[src/hdl/ps2_mouse_packet_cursor_macros.svh]
// Assertion helpers shared by the ps2 mouse cursor modules.
`ifndef PS2_MOUSE_PACKET_CURSOR_MACROS_SVH
`define PS2_MOUSE_PACKET_CURSOR_MACROS_SVH

`ifndef NO_ASSERTIONS

// Same-cycle implication.
`define PMC_ASSERT_IMP(lbl, clk, rst, ante, cons) \
   lbl: assert property (@(posedge clk) disable iff (rst) (ante) |-> (cons)) \
      else $error("assertion failed");

// Next-cycle implication.
`define PMC_ASSERT_NXT(lbl, clk, rst, ante, cons) \
   lbl: assert property (@(posedge clk) disable iff (rst) (ante) |=> (cons)) \
      else $error("assertion failed");

`else

`define PMC_ASSERT_IMP(lbl, clk, rst, ante, cons)

`define PMC_ASSERT_NXT(lbl, clk, rst, ante, cons)

`endif

`endif

[src/hdl/ps2mc_pkg.sv]
`default_nettype none

package ps2mc_pkg;

   localparam int COL_W = 7;
   localparam int ROW_W = 5;
   localparam int BTN_W = 3;

   localparam int SCREEN_COLS_DEF = 80;
   localparam int SCREEN_ROWS_DEF = 25;

   localparam int QUEUE_DEPTH = 2;

   typedef struct packed {
      logic       aux_data_ready;
      logic [7:0] data_byte;
   } req_type;

   typedef struct packed {
      logic [COL_W-1:0] old_col;
      logic [ROW_W-1:0] old_row;
      logic [COL_W-1:0] new_col;
      logic [ROW_W-1:0] new_row;
      logic [BTN_W-1:0] pressed_mask;
      logic [BTN_W-1:0] released_mask;
      logic [BTN_W-1:0] button_levels;
   } rsp_type;

   // One assembled packet, handed from the byte front to the cursor back.
   typedef struct packed {
      logic [BTN_W-1:0] buttons;
      logic [7:0]       x_delta;
      logic [7:0]       y_delta;
   } pkt_type;

endpackage

`default_nettype wire

[src/hdl/ps2_mouse_packet_cursor.sv]
// PS/2 mouse packet decoder with a text-cell cursor.
// Request channel (req_valid / req_stall / req_payload) takes one controller
// byte per beat. Bytes with aux_data_ready low are dropped. Mouse bytes are
// grouped header, X delta, Y delta by a position counter (no sync check).
// The third byte of a packet yields one response beat on rsp_valid /
// rsp_stall / rsp_payload: old and new cursor cell (clamped to the screen),
// button press/release masks and current button levels.
// Throughput: one byte per clock cycle while req_stall is low, set by the byte
// front end; the cursor unit finishes one packet per cycle unless rsp_stall
// holds a pending response. After the edge that accepts the third byte, the
// packet waits in the two-entry packet queue and is then loaded into the output
// register that drives rsp_valid / rsp_payload.
// Reset clears the byte position, puts the cursor at the screen center and
// clears the button history. While rsp_stall is high the response holds; the
// queue keeps absorbing packets and req_stall rises only when it is full.
`default_nettype none

module ps2_mouse_packet_cursor
   import ps2mc_pkg::*;
#(
   parameter int SCREEN_COLS = SCREEN_COLS_DEF,
   parameter int SCREEN_ROWS = SCREEN_ROWS_DEF
) (
   input  wire logic    clock,
   input  wire logic    reset,
   input  wire logic    req_valid,
   output logic         req_stall,
   input  wire req_type req_payload,
   output logic         rsp_valid,
   input  wire logic    rsp_stall,
   output rsp_type      rsp_payload
);

   logic    q_full, q_push, q_pop, q_not_empty;
   pkt_type q_wdata, q_rdata;

   ps2mc_front u_front (
      .clock       (clock),
      .reset       (reset),
      .req_valid   (req_valid),
      .req_stall   (req_stall),
      .req_payload (req_payload),
      .queue_full  (q_full),
      .push        (q_push),
      .push_data   (q_wdata)
   );

   ps2mc_queue u_queue (
      .clock     (clock),
      .reset     (reset),
      .push      (q_push),
      .push_data (q_wdata),
      .full      (q_full),
      .pop       (q_pop),
      .not_empty (q_not_empty),
      .pop_data  (q_rdata)
   );

   ps2mc_back #(
      .SCREEN_COLS (SCREEN_COLS),
      .SCREEN_ROWS (SCREEN_ROWS)
   ) u_back (
      .clock       (clock),
      .reset       (reset),
      .pkt_valid   (q_not_empty),
      .pkt         (q_rdata),
      .pop         (q_pop),
      .rsp_valid   (rsp_valid),
      .rsp_stall   (rsp_stall),
      .rsp_payload (rsp_payload)
   );

endmodule

`default_nettype wire

[src/hdl/ps2mc_front.sv]
`default_nettype none
`include "ps2_mouse_packet_cursor_macros.svh"

module ps2mc_front
   import ps2mc_pkg::*;
(
   input  wire logic    clock,
   input  wire logic    reset,
   input  wire logic    req_valid,
   output logic         req_stall,
   input  wire req_type req_payload,
   input  wire logic    queue_full,
   output logic         push,
   output pkt_type      push_data
);

   localparam logic [1:0] POS_HEAD = 2'd0;
   localparam logic [1:0] POS_X    = 2'd1;
   localparam logic [1:0] POS_Y    = 2'd2;

   logic [1:0]       pos_ff, pos_in;
   logic [BTN_W-1:0] header_ff, header_in;
   logic [7:0]       x_ff, x_in;
   logic             take;

   assign req_stall = queue_full;
   assign take      = req_valid && !queue_full && req_payload.aux_data_ready;

   always_comb begin
      pos_in    = pos_ff;
      header_in = header_ff;
      x_in      = x_ff;
      push      = 1'b0;
      if (take) begin
         unique case (pos_ff)
            POS_X: begin
               x_in   = req_payload.data_byte;
               pos_in = POS_Y;
            end
            POS_Y: begin
               push   = 1'b1;
               pos_in = POS_HEAD;
            end
            default: begin
               // header; only the button bits are kept
               header_in = req_payload.data_byte[BTN_W-1:0];
               pos_in    = POS_X;
            end
         endcase
      end
   end

   assign push_data.buttons = header_ff;
   assign push_data.x_delta = x_ff;
   assign push_data.y_delta = req_payload.data_byte;

   always_ff @(posedge clock) begin
      if (reset) begin
         pos_ff <= POS_HEAD;
      end else begin
         pos_ff <= pos_in;
      end
      header_ff <= header_in;
      x_ff      <= x_in;
   end

   `PMC_ASSERT_IMP(a_pos_legal, clock, reset, 1'b1, pos_ff != 2'd3)
   `PMC_ASSERT_IMP(a_push_at_y, clock, reset, push, (pos_ff == POS_Y) && !queue_full)

endmodule

`default_nettype wire

[src/hdl/ps2mc_queue.sv]
`default_nettype none
`include "ps2_mouse_packet_cursor_macros.svh"

module ps2mc_queue
   import ps2mc_pkg::*;
(
   input  wire logic    clock,
   input  wire logic    reset,
   input  wire logic    push,
   input  wire pkt_type push_data,
   output logic         full,
   input  wire logic    pop,
   output logic         not_empty,
   output pkt_type      pop_data
);

   localparam int PTR_W = (QUEUE_DEPTH > 1) ? $clog2(QUEUE_DEPTH) : 1;
   localparam int CNT_W = $clog2(QUEUE_DEPTH + 1);
   localparam logic [PTR_W-1:0] LAST = PTR_W'(QUEUE_DEPTH - 1);
   localparam logic [CNT_W-1:0] FULL_CNT = CNT_W'(QUEUE_DEPTH);

   pkt_type          mem [QUEUE_DEPTH];
   logic [PTR_W-1:0] wr_ff, wr_in, rd_ff, rd_in;
   logic [CNT_W-1:0] cnt_ff, cnt_in;
   logic             do_push, do_pop;

   assign full      = (cnt_ff == FULL_CNT);
   assign not_empty = (cnt_ff != '0);
   assign do_push   = push && !full;
   assign do_pop    = pop && not_empty;
   assign pop_data  = mem[rd_ff];

   always_comb begin
      wr_in  = wr_ff;
      rd_in  = rd_ff;
      cnt_in = cnt_ff;
      if (do_push) begin
         wr_in = (wr_ff == LAST) ? '0 : wr_ff + 1'b1;
      end
      if (do_pop) begin
         rd_in = (rd_ff == LAST) ? '0 : rd_ff + 1'b1;
      end
      if (do_push && !do_pop) begin
         cnt_in = cnt_ff + 1'b1;
      end else if (do_pop && !do_push) begin
         cnt_in = cnt_ff - 1'b1;
      end
   end

   always_ff @(posedge clock) begin
      if (reset) begin
         wr_ff  <= '0;
         rd_ff  <= '0;
         cnt_ff <= '0;
      end else begin
         wr_ff  <= wr_in;
         rd_ff  <= rd_in;
         cnt_ff <= cnt_in;
      end
      if (do_push) begin
         mem[wr_ff] <= push_data;
      end
   end

   `PMC_ASSERT_IMP(a_no_overflow, clock, reset, push, !full)
   `PMC_ASSERT_IMP(a_cnt_range, clock, reset, 1'b1, cnt_ff <= FULL_CNT)

endmodule

`default_nettype wire

[src/hdl/ps2mc_back.sv]
`default_nettype none
`include "ps2_mouse_packet_cursor_macros.svh"

module ps2mc_back
   import ps2mc_pkg::*;
#(
   parameter int SCREEN_COLS = SCREEN_COLS_DEF,
   parameter int SCREEN_ROWS = SCREEN_ROWS_DEF
) (
   input  wire logic    clock,
   input  wire logic    reset,
   input  wire logic    pkt_valid,
   input  wire pkt_type pkt,
   output logic         pop,
   output logic         rsp_valid,
   input  wire logic    rsp_stall,
   output rsp_type      rsp_payload
);

   localparam logic [COL_W-1:0] COL_RESET = COL_W'(SCREEN_COLS / 2);
   localparam logic [ROW_W-1:0] ROW_RESET = ROW_W'(SCREEN_ROWS / 2);
   localparam logic [COL_W-1:0] COL_MAX   = COL_W'(SCREEN_COLS - 1);
   localparam logic [ROW_W-1:0] ROW_MAX   = ROW_W'(SCREEN_ROWS - 1);
   localparam logic signed [9:0] COL_LIM  = 10'(SCREEN_COLS);
   localparam logic signed [9:0] ROW_LIM  = 10'(SCREEN_ROWS);

   logic [COL_W-1:0] col_ff, col_in;
   logic [ROW_W-1:0] row_ff, row_in;
   logic [BTN_W-1:0] btn_ff, btn_in;
   logic             rsp_valid_ff, rsp_valid_in;
   rsp_type          rsp_ff, rsp_in;
   logic signed [9:0] col_sum, row_sum;

   assign pop = pkt_valid && (!rsp_valid_ff || !rsp_stall);

   assign col_sum = $signed({3'b000, col_ff}) + $signed({{2{pkt.x_delta[7]}}, pkt.x_delta});
   assign row_sum = $signed({5'b00000, row_ff}) - $signed({{2{pkt.y_delta[7]}}, pkt.y_delta});

   always_comb begin
      col_in       = col_ff;
      row_in       = row_ff;
      btn_in       = btn_ff;
      rsp_in       = rsp_ff;
      rsp_valid_in = rsp_valid_ff && rsp_stall;
      if (pop) begin
         if (col_sum < 0) begin
            col_in = '0;
         end else if (col_sum >= COL_LIM) begin
            col_in = COL_MAX;
         end else begin
            col_in = col_sum[COL_W-1:0];
         end
         if (row_sum < 0) begin
            row_in = '0;
         end else if (row_sum >= ROW_LIM) begin
            row_in = ROW_MAX;
         end else begin
            row_in = row_sum[ROW_W-1:0];
         end
         btn_in               = pkt.buttons;
         rsp_in.old_col       = col_ff;
         rsp_in.old_row       = row_ff;
         rsp_in.new_col       = col_in;
         rsp_in.new_row       = row_in;
         rsp_in.pressed_mask  = pkt.buttons & ~btn_ff;
         rsp_in.released_mask = btn_ff & ~pkt.buttons;
         rsp_in.button_levels = pkt.buttons;
         rsp_valid_in         = 1'b1;
      end
   end

   always_ff @(posedge clock) begin
      if (reset) begin
         col_ff       <= COL_RESET;
         row_ff       <= ROW_RESET;
         btn_ff       <= '0;
         rsp_valid_ff <= 1'b0;
      end else begin
         col_ff       <= col_in;
         row_ff       <= row_in;
         btn_ff       <= btn_in;
         rsp_valid_ff <= rsp_valid_in;
      end
      rsp_ff <= rsp_in;
   end

   assign rsp_valid   = rsp_valid_ff;
   assign rsp_payload = rsp_ff;

   `PMC_ASSERT_IMP(a_col_range, clock, reset, 1'b1, col_ff <= COL_MAX)
   `PMC_ASSERT_IMP(a_row_range, clock, reset, 1'b1, row_ff <= ROW_MAX)
   `PMC_ASSERT_IMP(a_edges_disjoint, clock, reset, rsp_valid_ff,
                   (rsp_ff.pressed_mask & rsp_ff.released_mask) == '0)
   `PMC_ASSERT_NXT(a_cursor_tracks, clock, reset, pop,
                   rsp_valid_ff && (rsp_ff.new_col == col_ff) && (rsp_ff.new_row == row_ff))

endmodule

`default_nettype wire
[config.mk]
export PLATFORM = sky130hd
export DESIGN_NAME = ps2_mouse_packet_cursor
export DESIGN_NICKNAME = d
export VERILOG_FILES = /design/src/hdl/ps2mc_pkg.sv /design/src/hdl/ps2_mouse_packet_cursor.sv /design/src/hdl/ps2mc_front.sv /design/src/hdl/ps2mc_queue.sv /design/src/hdl/ps2mc_back.sv
export VERILOG_INCLUDE_DIRS = /design/src /design/src/hdl
export SDC_FILE = /design/constraint.sdc
export NUM_CORES = 1
export LEC_CHECK = 0
export ABC_AREA = 1
export BUFFER_PORTS_ARGS = -buffer_cell sky130_fd_sc_hd__buf_2
export CAP_MARGIN = 20
export CORE_ASPECT_RATIO = 0.8
export CORE_MARGIN = 5
export CORE_UTILIZATION = 55
export DETAILED_ROUTE_END_ITERATION = 8
export PLACE_DENSITY = 0.75
export SLEW_MARGIN = 10
export SYNTH_ARGS = -nofsm -noshare
export SYNTH_HDL_FRONTEND = slang
export SYNTH_HIERARCHICAL = 1
export SYNTH_SLANG_ARGS = --single-unit
export TNS_END_PERCENT = 5
[constraint.sdc]
create_clock -name clock -period 3.87 [get_ports clock]
set_input_delay 0.1935 -clock clock [delete_from_list [all_inputs] [get_ports clock]]
set_output_delay 0.1935 -clock clock [all_outputs]
set_load 0.05 [all_outputs]
# == Yosys cells after proc, flatten, opt, wreduce, memory -nomap -nowiden ==
# Memories as Yosys holds them, arrays and structs flattened. A register that Yosys moved wholly into a read port is not among the register bits.
# Index checks and enable logic that the tools add are counted.
# Widths: inputs -> output; s select.
# op_classes
addsub,6
mul,0
div,0
magnitude_cmp,4
n_eq_ne,3
n_shift,0
n_mux,16
n_bitwise,5
reduce_logical,19
# ops
cell,n
$lt 9x1->1 const B,2
$mux 7,2
$mux 5,2
$add 8x8->9,1
$ge 9x6->1 const B,1
$ge 9x8->1 const B,1
$mux 1,9
$sub 6x8->9,1
$logic_and 1x1->1,8
$and 3x3->3,2
$not 3->3,2
$logic_not 1->1,5
$eq 2x2->1 const B,2
$mux 2,2
$pmux 2 s2,1
$reduce_and 2->1,2
$reduce_bool 2->1,2
$add 1x1->1 const B,2
$add 2x1->2 const B,1
$eq 2x1->1 const B,1
$reduce_or 2->1,1
$sub 2x1->2 const B,1
$logic_or 1x1->1,1
$not 1->1,1
# word_totals
reg_bits,66
latchBits,0
ram_bits,38
romBits,0
input_bits,13
out_inout_bits,35
wordCells,71
n_memories,1
# mem_list
memory,depth,word_bits,rd,rd_ports_with_merged_regs,wr,line_no,source
u_queue.mem,2,19,1,1,1,ps2mc_queue.sv:22,pkt_type mem [QUEUE_DEPTH];

# == Depth between registers and ports, before layout ==
# Gate-level depths: netlist of run 1.
# depth
word_depth,10
depth_mapped,16
mapped_depth_nobuf,15

# == Hierarchy ==
# The synthesis of run 1 kept the hierarchy.
# by_module_without_submodules
mod,instances,cells_per_inst,area_per_inst_um2,seq_area_each_um2
ps2mc_back,1,254,2457.4,1311.3
ps2mc_queue,1,96,1667.8,1241.2
ps2mc_front,1,38,524.3,370.4

# == Least setup slack after synthesis of run 1 ==
# No wires, ideal clock.
# synth_path
path_kind,flip-flop to flip-flop
from,reg (tool-made name)
to,reg u_back.rsp_ff (netlist bit u_back/rsp_payload[17]) (data pin)
setup_ns,0.253
arrival_time_ns,2.073
required_time_ns,3.617
path_slack_ns,1.545
stages_incl_launch_ff,15
n_path_buf,1
synth_period_minus_slack_ns,2.325
cell_sequence,dfxtp_1 buf_6 mux2_2 ha_1 fa_1 nand3_2 nand2_1 nand2_1 nand3_1 nand2_2 inv_2 nand2_4 nand3b_1 nand2_1 inv_1
# synth_rtl
element,line_no,source
to (signal assigned),ps2mc_back.sv:84,rsp_ff <= rsp_in;
to (decl),ps2mc_back.sv:31,"rsp_type rsp_ff, rsp_in;"

==> flow_metrics.env, run 1 <==
export IMPL_synth_seq_cells=105
export IMPL_cp_max_fo=10
export IMPL_cts_inserted_buffers=9
export IMPL_yosysWarningCount=6
export IMPL_power_density_nw_per_um2=386.9
export IMPL_place_hpwl_um=5619
export IMPL_drcViolationCount=0
export IMPL_ys_top_cells_by_area="edfxtp_1 53%, dfxtp_1 9.9%, nand2_1 4.9%, inv_1 4.3%, ha_1 4.0%"
export IMPL_cts_buffer_depth=2
export IMPL_critPathKind="reg -> reg"
export IMPL_fp_row_count=30
export IMPL_routed_via_density=5.042
export IMPL_place_ws_ns=1.076
export IMPL_postCtsSetupBuffers=0
export IMPL_holdWs_ns=0.05236
export IMPL_fin_tns_setup_ns=0
export IMPL_max_vdd_ir_drop_mv=0.1907
export IMPL_fin_cells=554
export IMPL_power_share_clock_pct=34.1
export IMPL_critical_path_arrival_ns=2.96
export IMPL_seq_area_frac_synth_pct=62.86
export IMPL_synth_edf_count=82
export IMPL_gr_total_overflow=0
export IMPL_min_period_ns=2.839
export IMPL_crit_slowest_cell="dfxtp_1"
export IMPL_htree_num_levels=3
export IMPL_status="finished, final reports clean"
export IMPL_layout_setup_ws_ns=1.031
export IMPL_wire_per_inst_um=14.07
export IMPL_dieArea_um2=10400
export IMPL_grtUsageTotal_pct=15.99
export IMPL_finalCritPeriodShare_pct=73.36
export IMPL_slew_headroom_pct=56.13
export IMPL_p_sw_mw=0.4384
export IMPL_syn_num_nets=418
export IMPL_areaGrowthSynthToFinish_pct=10.79
export IMPL_rsz0062_at_grt="false"
export IMPL_gp_congestion=0.8776
export IMPL_syn_avg_cell_area_um2=11.98
export IMPL_stdcell_area_um2=5151
export IMPL_die_w_um=112.8
export IMPL_synth_commonest_cells="82 x edfxtp_1, 61 x nand2_1, 53 x inv_1, 23 x dfxtp_1, 22 x nor2_1"
export IMPL_switching_share_pct=22.00
export IMPL_drive_gt1_share_pct=26.70
export IMPL_clk_latency_ns=0.36
export IMPL_clock_fmax_mhz=352.2
export IMPL_dpl_cell_area_um2=4947
export IMPL_total_power_mw=1.993
export IMPL_finClkSkew_ns=0.01328
export IMPL_path_clk_slew_ns=0.10
export IMPL_antennaDiodeCount=0
export IMPL_num_vias=2793
export IMPL_seq_power_share_pct=61.5
export IMPL_io_pins=48
export IMPL_drtPass1Iterations=4
export IMPL_end_kind="register"
export IMPL_place_inst=538
export IMPL_num_fill_cells=669
export IMPL_cts_tree="built"
export IMPL_grt_max_degree=52
export IMPL_hold_viol=0
export IMPL_first_iter_violations=152
export IMPL_portBuffers=47
export IMPL_worstHoldPathType="in -> reg"
export IMPL_p_leak_nw=2.142
export IMPL_start_util_pct=55.55
export IMPL_synth_area_um2=4649
export IMPL_cpMostUsedCell="nand2_1"
export IMPL_internal_power_mw=1.555
export IMPL_drtAntennaViolNets=0
export IMPL_synth_top_area_share_pct=52.96
export IMPL_post_cts_resized=0
export IMPL_tightest_slew_ns=0.6565
export IMPL_clock_sinks=105
export IMPL_cts_root_buffer="clkbuf_8"
export IMPL_ctsHoldBuffers=0
export IMPL_max_cap_violations=0
export IMPL_p_comb_share_pct=4.3
export IMPL_postRouteWirelength_um=7794
export IMPL_drv_slew=0
export IMPL_antenna_found_initial=0
export IMPL_syn_inst=388
export IMPL_critPathLaunchType="register"
export IMPL_synth_area_leader_cell="edfxtp_1"
export IMPL_grt_first_pass_wirelength_um=13030
export IMPL_async_flop_share_pct=0
export IMPL_path_cells="buf_4, mux2_2, ha_1, nand2_1, nor2_1, nand3_1, nand2_1, nand2_1, nand2_4, nand3_1, nand2_1, inv_1"
export IMPL_ys_types=33
export IMPL_finalSetupViolCount=0
export IMPL_nets=467
export IMPL_required_ns=3.99
export IMPL_yosys_cell_count_top_type="edfxtp_1"
export IMPL_coreArea_um2=8371
export IMPL_grt_pass1_vias=2734
export IMPL_utilization_pct=61.54
export IMPL_slowest_delay_ns=0.65
export IMPL_synthFlopType="edfxtp_1"
export IMPL_die_h_um=92.24
## kinds of logic after synthesis
family          Yosys count  share of synthesized area [%]
fa+ha+maj                17                          4.898
compound gates           43                          5.301
mux                      19                          5.409
buf+inv                  70                          6.916
xor+xnor                  2                         0.3768
flops                   105                          62.86
simple gates            132                          14.24
## critical path: cells and delay by family (launching register included)
kind | cells | cell delay, ns
simple gates | 8 | 0.84
flops | 1 | 0.65
fa+ha+maj | 1 | 0.38
mux | 1 | 0.37
buf+inv | 2 | 0.36
## final cells by class
type | count | area [um2] | area share [%]
flip-flops and latches | 105 | 2923 | 56.74
repair buffers | 51 | 265.3 | 5.149
multi-input cells | 213 | 1405 | 27.28
well taps | 112 | 140.1 | 2.720
clock buffers | 10 | 127.6 | 2.478
clock inverters | 6 | 76.32 | 1.482
inverters | 57 | 214.0 | 4.154
## state kept, by name (all words and copies together), names as in the netlist, named ones only
name                flops
u_queue/rd_ff           1
u_queue/cnt_ff          2
u_back/row_ff           5
u_back/btn_ff           3
u_back/rsp_payload     33
u_queue/wr_ff           1
u_back/rsp_valid        1
u_front/pos_ff          2
u_queue/mem            38
u_front/header_ff       3
u_front/x_ff            8
u_back/col_ff           7
## final timing paths
path / to / cells past startpoint / start / slack, ns
hold / removal: u_queue/mem[1][7] / 1 / req_payload[7] / 0.05
setup / recovery: u_back/rsp_payload[14] / 12 / register / 1.03
hold reg to reg: u_queue/mem[0][14] / 0 / u_front/x_ff[6] / 0.45
setup reg to reg: u_back/rsp_payload[14] / 12 / register / 1.03
## metal layers
layer  up-vias  GRT usage (%)  wire length [um]
li1       1410              -                 -
met1      1318          22.20              3698
met2        63          24.56              3615
met3         2          3.760               450
met4         0          5.906                29
met5         -              0                 0
## power groups by stage
stage	logic, mW	clock network, mW	registers [mW]
2_1_floorplan	0.0529	0	1.26
3_3_place_gp	0.0830	0	1.25
3_5_place_dp	0.0868	0	1.25
4_1_cts	0.0872	0.704	1.23
5_1_grt	0.0966	0.750	1.23
6_report	0.0867	0.680	1.23
## cells in the final DEF (no fill, tap or decap), types with 3 or more instances in the layout
cell and count:
buf_2 47, clkbuf_8 9, edfxtp_1 82, nand2_4 3, dfxtp_1 23, o21ai_0 12
inv_1 52, nand2_2 6, nor2_1 22, nand2_1 61, buf_4 4, nor2_2 3
a21oi_1 20, a21oi_2 5, nand3b_1 4, mux2_2 9, nand3_1 17, clkinv_4 4
ha_1 15, mux2_4 10, nand4_1 7, inv_2 5, nand3_2 4
(Power assumes the default switching activity.)
==> inputs of run 2 (changes only) <==
- ABC_AREA: 1 -> 0
- clock period: 3.87 -> 2.8 ns (I/O delays scaled with it)
==> run 2 against run 1 <==
Sequential cell count unchanged. Cell count is 9.2% lower. Worst setup slack worse by 0.93 ns. Register-to-register slack got worse by 0.93 ns. Synthesized area fell by 1.0%. Critical path type unchanged. Largest power group unchanged.
==> flow_metrics.env, run 2 <==
export IMPL_status="finished, final reports clean"
export IMPL_coreArea_um2=8055
export IMPL_io_pins=48
export IMPL_max_vdd_ir_drop_mv=0.3416
export IMPL_syn_avg_cell_area_um2=13.95
export IMPL_cts_tree="built"
export IMPL_path_cells="buf_6, mux2_2, inv_1, ha_1, nor2b_1, o21ai_2, a21oi_1, o311a_1, o211ai_4, nor3_1"
export IMPL_antennaDiodeCount=0
export IMPL_drcViolationCount=0
export IMPL_drtPass1Iterations=4
export IMPL_syn_num_nets=360
export IMPL_synth_commonest_cells="82 x edfxtp_1, 23 x dfxtp_1, 20 x a21oi_1, 19 x mux2_2, 16 x inv_1"
export IMPL_synth_area_um2=4603
export IMPL_crit_slowest_cell="o311a_1"
export IMPL_critical_path_arrival_ns=2.82
export IMPL_seq_area_frac_synth_pct=63.50
export IMPL_end_kind="register"
export IMPL_antenna_found_initial=0
export IMPL_grt_max_degree=48
export IMPL_routed_via_density=5.280
export IMPL_tightest_slew_ns=0.5737
export IMPL_final_common_cell="edfxtp_1"
export IMPL_clk_latency_ns=0.36
export IMPL_required_ns=2.92
export IMPL_cp_max_fo=12
export IMPL_synthFlopType="edfxtp_1"
export IMPL_start_util_pct=57.15
export IMPL_finClkSkew_ns=0.009815
export IMPL_dieArea_um2=10310
export IMPL_largest_register_ffs=38
export IMPL_gr_total_overflow=0
export IMPL_nets=420
export IMPL_top_register="u_queue/mem"
export IMPL_cts_root_buffer="clkbuf_8"
export IMPL_portBuffers=47
export IMPL_place_inst=478
export IMPL_path_clk_slew_ns=0.10
export IMPL_cp_top_family="compound AO/OA/AOI/OAI gates"
export IMPL_holdWs_ns=0.03611
export IMPL_cts_buffer_depth=2
export IMPL_grtUsageTotal_pct=15.66
export IMPL_cts_inserted_buffers=9
export IMPL_place_hpwl_um=5294
export IMPL_clock_fmax_mhz=370.3
export IMPL_slowest_delay_ns=0.38
export IMPL_hold_viol=0
export IMPL_ys_top_cells_by_area="edfxtp_1 53%, dfxtp_1 10%, mux2_2 4.6%, ha_1 4.1%, a21oi_1 2.2%"
export IMPL_grt_first_pass_wirelength_um=12740
export IMPL_num_fill_cells=601
export IMPL_drtAntennaViolNets=0
export IMPL_areaGrowthSynthToFinish_pct=14.87
export IMPL_die_w_um=112.3
export IMPL_rsz0062_at_grt="true"
export IMPL_synth_top_area_share_pct=53.49
export IMPL_worstHoldPathType="in -> reg"
export IMPL_num_vias=2656
export IMPL_htree_num_levels=3
export IMPL_finalSetupViolCount=0
export IMPL_async_flop_share_pct=0
export IMPL_syn_inst=330
export IMPL_yosys_cell_count_top_type="edfxtp_1"
export IMPL_layout_setup_ws_ns=0.09979
export IMPL_power_density_nw_per_um2=513.4
export IMPL_synth_seq_cells=105
export IMPL_max_cap_violations=0
export IMPL_grt_pass1_vias=2494
export IMPL_min_period_ns=2.700
export IMPL_drv_slew=0
export IMPL_yosysWarningCount=6
export IMPL_utilization_pct=65.64
export IMPL_place_ws_ns=-0.001436
export IMPL_die_h_um=91.83
export IMPL_first_iter_violations=159
export IMPL_gp_congestion=0.8456
export IMPL_fp_row_count=29
export IMPL_synth_edf_count=82
export IMPL_ys_types=59
export IMPL_final_cell_mix="82 x edfxtp_1, 47 x buf_2, 22 x dfxtp_1"
export IMPL_cp_num_buf_inv=2
export IMPL_slew_headroom_pct=61.75
export IMPL_drive_gt1_share_pct=30.89
export IMPL_postRouteWirelength_um=7716
export IMPL_p_leak_nw=1.884
export IMPL_critPathKind="reg -> reg"
export IMPL_clock_sinks=105
export IMPL_fin_cells=503
export IMPL_critPathLaunchType="register"
export IMPL_wire_per_inst_um=15.34
export IMPL_synth_area_leader_cell="edfxtp_1"
export IMPL_reg2reg_slack_ns=0.1
export IMPL_finalCritPeriodShare_pct=96.44
## run 2: changes by cell type after synthesis, moves of 8 or more
cell     before  now
mux2_4       10    0
o21ai_0      12    4
nand2_1      61   13
mux2_2        9   19
nor2b_1       0   10
nand3_1      17    3
inv_1        53   16
## run 2: cells by family (layout without fill, tap and decap cells)
family	Yosys count	count (layout)	synth area share (%)
buffers and inverters	33	97	3.696
and+or+nand+nor	81	81	9.840
AOI/OAI and AO/OA	61	62	10.38
xor gates and xnor gates	8	8	1.685
adders and majority gates	17	17	4.947
DFF	105	105	63.50
muxes	25	25	5.953
## run 2: path summary, 6_finish.rpt
kind	from	end	cells past startpoint
setup / recovery	register	u_back/rsp_payload[9]	10
hold reg to reg	u_front/x_ff[2]	u_queue/mem[0][10]	0
setup reg to reg	register	u_back/rsp_payload[9]	10
hold / removal	req_payload[0]	u_front/x_ff[0]	1
## run 2: worst reg2reg max path: stages (launching register included)
cell	delay, ns
dfxtp_2	0.37
buf_6	0.17
mux2_2	0.35
inv_1	0.13
ha_1	0.24
nor2b_1	0.14
o21ai_2	0.12
a21oi_1	0.14
o311a_1	0.38
o211ai_4	0.32
nor3_1	0.09
## run 2: area by class of cell
type | count | area, um2 | area share (%)
Multi-Input combinational cell | 193 | 1580 | 29.89
Clock inverter | 6 | 60.06 | 1.136
Inverter | 17 | 63.81 | 1.207
Timing Repair Buffer | 64 | 386.6 | 7.312
Sequential cell | 105 | 2924 | 55.30
Tap cell | 108 | 135.1 | 2.556
Clock buffer | 10 | 137.6 | 2.603
## run 2: report_power, final
group / total [mW] / internal, mW / switching, mW
Sequential: 1.69 / 1.69 / 0.00794
Combinational: 0.127 / 0.0464 / 0.0810
Clock: 0.892 / 0.366 / 0.526
Total: 2.71 / 2.10 / 0.615
## run 2: routing by layer
metal  wire length [um]  track usage [%]  vias to the layer above
met5                  0                0                        -
met4                 68            4.204                        0
met3                395            5.132                        6
met2               3569            23.56                       61
met1               3683            22.05                     1255
li1                   -                -                     1334
## run 2: timing repair
action | in CTS | in global routing
pin swaps | 0 | 2
hold buffers | 8 | 0
gates resized for setup | 1 | 13
hold endpoints to repair | 22 | 0
endpoints found under the setup margin | 1 | 22
gates cloned | 0 | 1
buffers inserted | 0 | 0
## run 2: through the flow
step / instance area, um2 / power [mW] / setup TNS [ns]
after floorplan: 4611 / 1.819 / 0
after global placement: 4935 / 1.842 / 0
after detailed placement: 4935 / 1.847 / -0.001436
after CTS: 5220 / 2.740 / 0
after global routing: 5288 / 2.833 / -0.06651
final: 5288 / 2.715 / 0
